$ cat src/rtl/core/assert_macros.svh
// Assertion macros shared by the multitouch slot tracker RTL.
`ifndef ASSERT_MACROS_SVH
`define ASSERT_MACROS_SVH

// Same-cycle implication, checked out of reset.
`define MTS_ASSERT_IMPLY(label, ante, cons, msg) \
	label: assert property (@(posedge clk) disable iff (!arst_n) (ante) |-> (cons)) \
		else $error(msg);

// Next-cycle implication, checked out of reset.
`define MTS_ASSERT_NEXT(label, ante, cons, msg) \
	label: assert property (@(posedge clk) disable iff (!arst_n) (ante) |=> (cons)) \
		else $error(msg);

`endif

$ cat src/rtl/core/mts_pkg.sv
// Package: constants and types of the multitouch slot tracker.
package mts_pkg;

	// Default number of slot storage entries
	localparam int SLOT_DEPTH_DEF = 16;
	// Contacts reported per frame at most
	localparam int MAX_RESULTS   = 16;
	localparam int RES_CNT_W     = $clog2(MAX_RESULTS + 1);

	// Event types and axis codes
	localparam logic [15:0] TYPE_SYNC  = 16'h0000;
	localparam logic [15:0] TYPE_ABS   = 16'h0003;
	localparam logic [15:0] CODE_SLOT  = 16'h002f;
	localparam logic [15:0] CODE_TRACK = 16'h0039;
	localparam logic [15:0] CODE_X     = 16'h0035;
	localparam logic [15:0] CODE_Y     = 16'h0036;

	// Tracking id markers
	localparam logic [31:0] ID_RELEASED = 32'hFFFF_FFFF;
	localparam logic [31:0] ID_IDLE     = 32'hFFFF_FFFE;

	localparam logic [4:0] SLOT_COUNT_RST = 5'd16;

	// Write enables of the three slot stores
	typedef struct packed {
		logic id_we;
		logic x_we;
		logic y_we;
	} ram_we_t;

endpackage

$ cat src/rtl/core/mts_ram.sv
// Generic single-write, single-read RAM with registered read data.
module mts_ram #(
	parameter int WIDTH = 32,
	parameter int DEPTH = 16,
	parameter int AW    = (DEPTH > 1) ? $clog2(DEPTH) : 1
) (
	input  logic             clk,
	input  logic             we,
	input  logic [AW-1:0]    waddr,
	input  logic [WIDTH-1:0] wdata,
	input  logic [AW-1:0]    raddr,
	output logic [WIDTH-1:0] rdata
);

	logic [WIDTH-1:0] mem_q [DEPTH];
	logic [WIDTH-1:0] rdata_q;

	// write port and registered read port
	always_ff @(posedge clk) begin
		if (we) begin
			mem_q[waddr] <= wdata;
		end
		rdata_q <= mem_q[raddr];
	end

	assign rdata = rdata_q;

endmodule

$ cat src/rtl/core/mts_seq.sv
// Event decoder and slot scan sequencer with the result register.
module mts_seq #(
	parameter int SLOT_DEPTH = mts_pkg::SLOT_DEPTH_DEF,
	parameter int SW         = (SLOT_DEPTH > 1) ? $clog2(SLOT_DEPTH) : 1
) (
	input  logic                clk,
	input  logic                arst_n,
	// slot count register
	input  logic                slot_count_we,
	input  logic [4:0]          slot_count_wdata,
	// event channel
	input  logic                event_valid,
	output logic                event_ready,
	input  logic [15:0]         event_type,
	input  logic [15:0]         event_code,
	input  logic signed [31:0]  event_value,
	// result channel
	output logic                result_valid,
	input  logic                result_ready,
	output logic                has_contact,
	output logic [3:0]          contact_slot,
	output logic signed [31:0]  contact_id,
	output logic signed [31:0]  contact_x,
	output logic signed [31:0]  contact_y,
	output logic                frame_last,
	// slot stores
	output mts_pkg::ram_we_t    ram_we,
	output logic [SW-1:0]       ram_waddr,
	output logic [31:0]         ram_wdata,
	output logic [SW-1:0]       ram_raddr,
	input  logic [31:0]         id_rdata,
	input  logic [31:0]         x_rdata,
	input  logic [31:0]         y_rdata
);

	import mts_pkg::*;

	localparam int CW = $clog2(SLOT_DEPTH + 1);

	typedef enum logic [1:0] {
		ST_IDLE,
		ST_SCAN,
		ST_CHECK,
		ST_FINISH
	} state_t;

	state_t                 state_q;
	logic [4:0]             slot_count_q;
	logic [31:0]            cur_slot_q;
	logic [CW-1:0]          idx_q;
	logic [RES_CNT_W-1:0]   cnt_q;
	logic [SLOT_DEPTH-1:0]  touched_q;
	logic [SLOT_DEPTH-1:0]  id_wr_q;
	logic [SLOT_DEPTH-1:0]  x_wr_q;
	logic [SLOT_DEPTH-1:0]  y_wr_q;

	// contact held back until it is known whether it closes the frame
	logic                   pend_valid_q;
	logic [3:0]             pend_slot_q;
	logic [31:0]            pend_id_q;
	logic [31:0]            pend_x_q;
	logic [31:0]            pend_y_q;

	logic                   result_valid_q;
	logic                   has_contact_q;
	logic [3:0]             contact_slot_q;
	logic [31:0]            contact_id_q;
	logic [31:0]            contact_x_q;
	logic [31:0]            contact_y_q;
	logic                   frame_last_q;

	logic [CW-1:0]          n_slots;
	logic                   cur_in_range;
	logic [SW-1:0]          cur_idx;
	logic [SW-1:0]          idx;
	logic                   accept;
	logic                   is_abs;
	logic                   is_sync;
	logic                   upd;
	logic                   out_free;
	logic                   scan_done;
	logic [31:0]            chk_id;
	logic [31:0]            chk_x;
	logic [31:0]            chk_y;
	logic                   chk_report;
	logic                   chk_go;

	// effective slot count, clamped to the storage depth
	always_comb begin
		if (32'(slot_count_q) > 32'(SLOT_DEPTH)) begin
			n_slots = CW'(SLOT_DEPTH);
		end else begin
			n_slots = CW'(slot_count_q);
		end
	end

	assign cur_in_range = !cur_slot_q[31] && (cur_slot_q < 32'(n_slots));
	assign cur_idx      = cur_slot_q[SW-1:0];
	assign idx          = idx_q[SW-1:0];

	// event decode
	assign event_ready = (state_q == ST_IDLE);
	assign accept      = event_valid && event_ready;
	assign is_abs      = (event_type == TYPE_ABS);
	assign is_sync     = (event_type == TYPE_SYNC);
	assign upd         = accept && is_abs && cur_in_range;

	// slot store writes go to the current slot
	assign ram_we.id_we = upd && (event_code == CODE_TRACK);
	assign ram_we.x_we  = upd && (event_code == CODE_X);
	assign ram_we.y_we  = upd && (event_code == CODE_Y);
	assign ram_waddr    = cur_idx;
	assign ram_wdata    = event_value;
	assign ram_raddr    = idx;

	// scan step: ids not written since reset or the last sync, and X or Y never written since reset, read as reset value
	assign out_free   = !result_valid_q || result_ready;
	assign scan_done  = (idx_q >= n_slots);
	assign chk_id     = id_wr_q[idx] ? id_rdata : ID_IDLE;
	assign chk_x      = x_wr_q[idx] ? x_rdata : 32'd0;
	assign chk_y      = y_wr_q[idx] ? y_rdata : 32'd0;
	assign chk_report = (chk_id != ID_RELEASED) && (cnt_q < RES_CNT_W'(MAX_RESULTS));
	// a new contact can only displace the held one when the result register is free
	assign chk_go     = !(chk_report && pend_valid_q && !out_free);

	// sequencer, slot flags and result register
	always_ff @(posedge clk or negedge arst_n) begin
		if (!arst_n) begin
			state_q        <= ST_IDLE;
			slot_count_q   <= SLOT_COUNT_RST;
			cur_slot_q     <= '0;
			idx_q          <= '0;
			cnt_q          <= '0;
			touched_q      <= '0;
			id_wr_q        <= '0;
			x_wr_q         <= '0;
			y_wr_q         <= '0;
			pend_valid_q   <= 1'b0;
			result_valid_q <= 1'b0;
		end else begin
			if (slot_count_we) begin
				slot_count_q <= slot_count_wdata;
			end
			if (result_valid_q && result_ready) begin
				result_valid_q <= 1'b0;
			end
			case (state_q)
				ST_IDLE: begin
					if (accept && is_abs) begin
						if (event_code == CODE_SLOT) begin
							cur_slot_q <= event_value;
						end else if (cur_in_range) begin
							if (event_code == CODE_TRACK) begin
								touched_q[cur_idx] <= 1'b1;
								id_wr_q[cur_idx]   <= 1'b1;
							end else if (event_code == CODE_X) begin
								touched_q[cur_idx] <= 1'b1;
								x_wr_q[cur_idx]    <= 1'b1;
							end else if (event_code == CODE_Y) begin
								touched_q[cur_idx] <= 1'b1;
								y_wr_q[cur_idx]    <= 1'b1;
							end
						end
					end else if (accept && is_sync) begin
						idx_q        <= '0;
						cnt_q        <= '0;
						pend_valid_q <= 1'b0;
						state_q      <= ST_SCAN;
					end
				end
				ST_SCAN: begin
					if (scan_done) begin
						state_q <= ST_FINISH;
					end else if (touched_q[idx]) begin
						state_q <= ST_CHECK;
					end else begin
						idx_q <= idx_q + CW'(1);
					end
				end
				ST_CHECK: begin
					if (chk_go) begin
						touched_q[idx] <= 1'b0;
						id_wr_q[idx]   <= 1'b0;
						idx_q          <= idx_q + CW'(1);
						state_q        <= ST_SCAN;
						if (chk_report) begin
							cnt_q        <= cnt_q + RES_CNT_W'(1);
							pend_valid_q <= 1'b1;
							pend_slot_q  <= 4'(idx_q);
							pend_id_q    <= chk_id;
							pend_x_q     <= chk_x;
							pend_y_q     <= chk_y;
							// the held contact is now known not to be the last
							if (pend_valid_q) begin
								result_valid_q <= 1'b1;
								has_contact_q  <= 1'b1;
								contact_slot_q <= pend_slot_q;
								contact_id_q   <= pend_id_q;
								contact_x_q    <= pend_x_q;
								contact_y_q    <= pend_y_q;
								frame_last_q   <= 1'b0;
							end
						end
					end
				end
				ST_FINISH: begin
					if (out_free) begin
						result_valid_q <= 1'b1;
						frame_last_q   <= 1'b1;
						if (pend_valid_q) begin
							has_contact_q  <= 1'b1;
							contact_slot_q <= pend_slot_q;
							contact_id_q   <= pend_id_q;
							contact_x_q    <= pend_x_q;
							contact_y_q    <= pend_y_q;
						end else begin
							// empty frame marker
							has_contact_q  <= 1'b0;
							contact_slot_q <= '0;
							contact_id_q   <= '0;
							contact_x_q    <= '0;
							contact_y_q    <= '0;
						end
						pend_valid_q <= 1'b0;
						state_q      <= ST_IDLE;
					end
				end
				default: begin
					state_q <= ST_IDLE;
				end
			endcase
		end
	end

	assign result_valid = result_valid_q;
	assign has_contact  = has_contact_q;
	assign contact_slot = contact_slot_q;
	assign contact_id   = contact_id_q;
	assign contact_x    = contact_x_q;
	assign contact_y    = contact_y_q;
	assign frame_last   = frame_last_q;

endmodule

$ cat src/rtl/core/multitouch_slot_tracker.sv
// Top level of the multitouch slot tracker: sequencer, slot stores and checks.
//
//  channel  | handshake                    | payload
//  ---------+------------------------------+------------------------------------------
//  event    | event_valid / event_ready    | event_type, event_code, event_value
//  result   | result_valid / result_ready  | has_contact, contact_slot, contact_id,
//           |                              | contact_x, contact_y, frame_last
//  config   | slot_count_we (no wait)      | slot_count_wdata
//
// Slot, tracking id, X, Y and ignored events are accepted whenever the sequencer is idle.
// A sync event holds event_ready low while the scan runs: one scan step per slot of the
// effective slot count plus one to see the end, one check step per touched slot for the
// registered read, and one finish step for the last result.
// A stalled result channel holds the scan at the next contact or at the last result.
// Reset: slot count 16, current slot 0, all slots untouched, id -2, X and Y 0.
`include "assert_macros.svh"

module multitouch_slot_tracker #(
	parameter int SLOT_DEPTH = mts_pkg::SLOT_DEPTH_DEF
) (
	input  logic               clk,
	input  logic               arst_n,
	input  logic               slot_count_we,
	input  logic [4:0]         slot_count_wdata,
	input  logic               event_valid,
	output logic               event_ready,
	input  logic [15:0]        event_type,
	input  logic [15:0]        event_code,
	input  logic signed [31:0] event_value,
	output logic               result_valid,
	input  logic               result_ready,
	output logic               has_contact,
	output logic [3:0]         contact_slot,
	output logic signed [31:0] contact_id,
	output logic signed [31:0] contact_x,
	output logic signed [31:0] contact_y,
	output logic               frame_last
);

	import mts_pkg::*;

	localparam int SW = (SLOT_DEPTH > 1) ? $clog2(SLOT_DEPTH) : 1;

	ram_we_t       ram_we;
	logic [SW-1:0] ram_waddr;
	logic [31:0]   ram_wdata;
	logic [SW-1:0] ram_raddr;
	logic [31:0]   id_rdata;
	logic [31:0]   x_rdata;
	logic [31:0]   y_rdata;
	logic          evt_acc;
	logic          store_we;
	logic          res_contact;

	// event decode and scan sequencer
	mts_seq #(
		.SLOT_DEPTH (SLOT_DEPTH),
		.SW         (SW)
	) u_seq (
		.clk              (clk),
		.arst_n           (arst_n),
		.slot_count_we    (slot_count_we),
		.slot_count_wdata (slot_count_wdata),
		.event_valid      (event_valid),
		.event_ready      (event_ready),
		.event_type       (event_type),
		.event_code       (event_code),
		.event_value      (event_value),
		.result_valid     (result_valid),
		.result_ready     (result_ready),
		.has_contact      (has_contact),
		.contact_slot     (contact_slot),
		.contact_id       (contact_id),
		.contact_x        (contact_x),
		.contact_y        (contact_y),
		.frame_last       (frame_last),
		.ram_we           (ram_we),
		.ram_waddr        (ram_waddr),
		.ram_wdata        (ram_wdata),
		.ram_raddr        (ram_raddr),
		.id_rdata         (id_rdata),
		.x_rdata          (x_rdata),
		.y_rdata          (y_rdata)
	);

	// per-slot tracking id store
	mts_ram #(
		.WIDTH (32),
		.DEPTH (SLOT_DEPTH),
		.AW    (SW)
	) u_id_ram (
		.clk   (clk),
		.we    (ram_we.id_we),
		.waddr (ram_waddr),
		.wdata (ram_wdata),
		.raddr (ram_raddr),
		.rdata (id_rdata)
	);

	// per-slot X store
	mts_ram #(
		.WIDTH (32),
		.DEPTH (SLOT_DEPTH),
		.AW    (SW)
	) u_x_ram (
		.clk   (clk),
		.we    (ram_we.x_we),
		.waddr (ram_waddr),
		.wdata (ram_wdata),
		.raddr (ram_raddr),
		.rdata (x_rdata)
	);

	// per-slot Y store
	mts_ram #(
		.WIDTH (32),
		.DEPTH (SLOT_DEPTH),
		.AW    (SW)
	) u_y_ram (
		.clk   (clk),
		.we    (ram_we.y_we),
		.waddr (ram_waddr),
		.wdata (ram_wdata),
		.raddr (ram_raddr),
		.rdata (y_rdata)
	);

	// checks
	assign evt_acc     = event_valid && event_ready;
	assign store_we    = ram_we.id_we || ram_we.x_we || ram_we.y_we;
	assign res_contact = result_valid && has_contact;

	`MTS_ASSERT_IMPLY(a_marker_last, result_valid && !has_contact, frame_last, "marker not last")
	`MTS_ASSERT_IMPLY(a_no_released, res_contact, contact_id != ID_RELEASED, "released id")
	`MTS_ASSERT_IMPLY(a_store_write, store_we, evt_acc && event_type == TYPE_ABS, "stray write")
	`MTS_ASSERT_NEXT(a_sync_busy, evt_acc && event_type == TYPE_SYNC, !event_ready, "no scan")

endmodule

$ cat config.mk
export PLATFORM = sky130hd
export DESIGN_NAME = multitouch_slot_tracker
export DESIGN_NICKNAME = d
export VERILOG_FILES = /design/src/rtl/core/mts_pkg.sv /design/src/rtl/core/mts_ram.sv /design/src/rtl/core/mts_seq.sv /design/src/rtl/core/multitouch_slot_tracker.sv
export VERILOG_INCLUDE_DIRS = /design/src /design/src/rtl/core
export SDC_FILE = /design/constraint.sdc
export NUM_CORES = 2
export LEC_CHECK = 0
export ABC_AREA = 1
export BUFFER_PORTS_ARGS = -buffer_cell sky130_fd_sc_hd__buf_4
export CAP_MARGIN = 20
export CORE_ASPECT_RATIO = 0.7
export CORE_MARGIN = 1.5
export CORE_UTILIZATION = 43
export CTS_BUF_LIST = sky130_fd_sc_hd__clkbuf_8
export CTS_CLUSTER_SIZE = 16
export DETAILED_ROUTE_END_ITERATION = 8
export SLEW_MARGIN = 20
export SYNTH_ARGS = -nofsm -noshare
export SYNTH_HDL_FRONTEND = slang
export SYNTH_HIERARCHICAL = 1
export SYNTH_SLANG_ARGS = --single-unit
$ cat constraint.sdc
create_clock -name clk -period 21.7 [get_ports clk]
set_clock_uncertainty 0.05 [all_clocks]
set_input_delay 0 -clock clk [delete_from_list [all_inputs] [get_ports clk]]
set_output_delay 0 -clock clk [all_outputs]
set_load 0.02 [all_outputs]
==> impl_results.md <==
* Die area at ~200,000 um^2
* Tmin final at 5.14 ns
* Buffers from clock root to sink, at most at 4
* Max-slew violation count at 0
* Worst Hold Depth at 10
* Vias in the first global route at roughly 52k
* Most frequent cells in the layout: 2,243 x nand2_1, 1,738 x edfxtp_1, 1,551 x inv_1
* Main synth FF type: edfxtp_1
* Top cells by area, synth: edfxtp_1 63%, nand2_1 10%, nand3_1 7.3%
* Die Y at about 370 um
* VDD IR max at around 110 uV
* Vias at approximately 55k
* Vias per cell at 5.06
* Worst reg-to-reg path cell count at 16
* Crit-path max FO at 62
* Register clock-pin slew on the reported worst setup and hold paths at 0.06 ns
* Largest net degree at the start of global routing at approximately 190
* Synth Instances at just under 8k
* Netlist Area Pre-Place at slightly above 80,000 um^2
* Register area at between 50,000 and 60,000 um^2
* Post-CTS sizing at 0
* Outcome: complete, no violations
* Synthesized area per cell at approximately 11 um^2
* Wire length of the first global-routing pass at 326,000 um
* Htree depth at 5
* Period utilisation layout at 0.237
* Worst EP required at 22.19 ns
* Peak Freq at 195 MHz
* Fin Hold WS at between 0.1 and 0.15 ns
* Fillers at ~17k
* Worst Hold Class: in2reg
* Top cell type's share of synthesized area at 0.630
* Element type at the critical path start: flop
* Initial Utilization at 0.434
* Die W at 528 um
* Drt first pass iters at 6
* Average wire per standard cell at about 20 um
* Final setup violation count at 0
* DP HPWL at 119,000 um
* Ys Warns at 6
* Worst-skew pair later-pin latency at approximately 0.92 ns
* Post-synth EDFFs at approximately 1.7k
* Synth Net Count at 7,954
* Most common cell after layout, fill and taps aside: nand2_1
* Total Routing Usage GR at 0.221
* TritonCTS clock tree: yes
* Count of non-filler cells in the finished layout at ~11k
* Worst-Margin Slew at ~1.1 ns
* Core area at about 190,000 um^2
* Max cap viols at 0
* ANT nets after route at 0
* RePlAce Congestion at 0.847
* Grt ovf at 0
* CTS root buf: clkbuf_8
* Relative slew slack at 0.256
* Area of the multi-input gates at around 18,000 um^2
* Drt total wl at roughly 220,000 um
* Fin. Hold Viols at 0
* Post-synth ARST share at 0.0590
* Sink Count at 1,949
* CTS buffer count at between 200 and 300
* Critical Path AT at about 5.6 ns
* Synth-to-Final Area Change at 11.3%
* DRT iter0 DRCs at 6,129
* Cell taking the most area after synthesis: edfxtp_1
* Flops & latches, synth at slightly below 2k
* Layout net count at 8,190
* # rows at around 130
* Io pins at between 150 and 200
* Port-buffer cells at around 180
* Layout cells sized above 1 at 0.0932
* Setup_tns at 0 ns
* Leakage at just under 0.04 uW
* Dpl cells at ~10k
* Unrepaired setup endpoints after global routing: no
* Initial antenna violation count at 8
* Cell variety after synth at 48
* Crit path kind: reg2reg
* DRC violation count after routing at 0
* Register area share after synthesis at 0.688
* P per Cell Area at around 110 nW/um^2
* Crit. End Element: flop
-- routing by layer --
layer | wire, um | GRT usage | vias up
met2 | 94200 | 0.326 | 2195
li1 | - | - | 25800
met1 | 102000 | 0.332 | 26500
met5 | 14 | 0 | -
met4 | 5180 | 0.0614 | 2
met3 | 19100 | 0.0431 | 321
-- worst max-delay path, stage by stage, from the launching register on --
cell and delay (ns):
dfrtp_4 0.62, inv_1 0.42, nand3_1 0.15, nand2_1 0.10
nand2_1 0.08, nand2_2 0.31, inv_2 0.08, nand2_4 0.27
o41ai_1 0.14, nand2_1 0.09, nor2_1 0.06, nand2_2 0.29
nand3_1 0.23, nand2_2 0.18, nor3b_2 0.19, buf_4 0.56
buf_4 0.73
-- registers in the layout, summed over array words and instances, names as in the netlist, 5 cells and up --
name                count
u_x_ram/mem_q         512
u_y_ram/mem_q         512
u_id_ram/rdata         32
u_seq/cur_slot_q       32
u_seq/y_wr_q           16
u_seq/contact_x        32
u_seq/cnt_q             5
u_seq/x_wr_q           16
u_seq/pend_x_q         32
u_seq/touched_q        16
u_id_ram/mem_q        512
u_x_ram/rdata          32
u_seq/id_wr_q          16
u_seq/pend_id_q        32
u_y_ram/rdata          32
u_seq/idx_q             5
u_seq/contact_y        32
u_seq/contact_id       32
u_seq/pend_y_q         32
u_seq/slot_count_q      5
-- what timing repair did --
action | 4_1_cts | 5_1_grt
hold buffers | 74 | 0
endpoints found under the hold margin | 1804 | 0
buffers inserted | 0 | 0
-- metrics by stage --
step	utilization	setup slack, ns	power [uW]	instance area [um^2]
floorplan	-	11.81	6380	82900
global placement	0.449	16.68	7160	85800
detailed placement	0.450	16.61	7180	86000
CTS	0.482	16.61	10000	92100
global route	0.483	16.22	10500	92200
finish	0.483	16.56	9980	92200
-- cell type report --
type,instances,share of cell area
clock inverters,190,0.00940
clock buffers,329,0.0491
diodes,10,0.000271
multi-input cells,4049,0.197
flip-flops and latches,1949,0.618
well taps,2516,0.0341
inverters,1454,0.0595
repair buffers,348,0.0327
-- cell families (layout without fill, tap and decap cells) --
logic type	count (synthesis)	in the layout	share of synthesized area
DFF	1949	1949	0.688
xor gates and xnor gates	3	3	0.000317
adders and majority gates	18	18	0.00272
muxes	35	35	0.00476
other	0	10	0
AOI/OAI and AO/OA	153	153	0.0106
and+or+nand+nor	3840	3840	0.196
buffers and inverters	1864	2321	0.0982
-- final timing paths --
| check | slack [ns] | end | start |
|---|---|---|---|
| min | 0.13 | u_seq/touched_q[2] | event_type[5] |
| max reg2reg | 16.56 | u_seq/contact_id[14] | u_seq/idx_q[1] |
| min reg2reg | 0.41 | u_seq/x_wr_q[2] | u_seq/x_wr_q[2] |
| max in group asynchronous | 19.64 | u_seq/touched_q[7] | arst_n |
| min in group asynchronous | 0.67 | u_seq/result_valid | arst_n |
| max | 16.56 | u_seq/contact_id[14] | u_seq/idx_q[1] |
-- where the power goes --
group,total (uW),leakage [uW],switching (uW),internal (uW)
Combinational,2690,0.0185,1990,705
Sequential,4450,0.0180,122,4330
Clock,2830,0.00316,1420,1410
-- Yosys cell counts (15+ instances only) --
cell type and number:
o21bai_1 20, buf_1 44, inv_1 1441, nand3_1 1211, buf_6 92, mux2_2 35, dfrtp_1 114, clkbuf_1 79
nand2_2 15, buf_4 60, a21oi_1 27, edfxtp_1 1738, nand2_1 2243, dfxtp_1 96, nor2_1 292, buf_2 131
o21ai_0 90, ha_1 18, nand4_1 37
(Power assumes the default switching activity.)
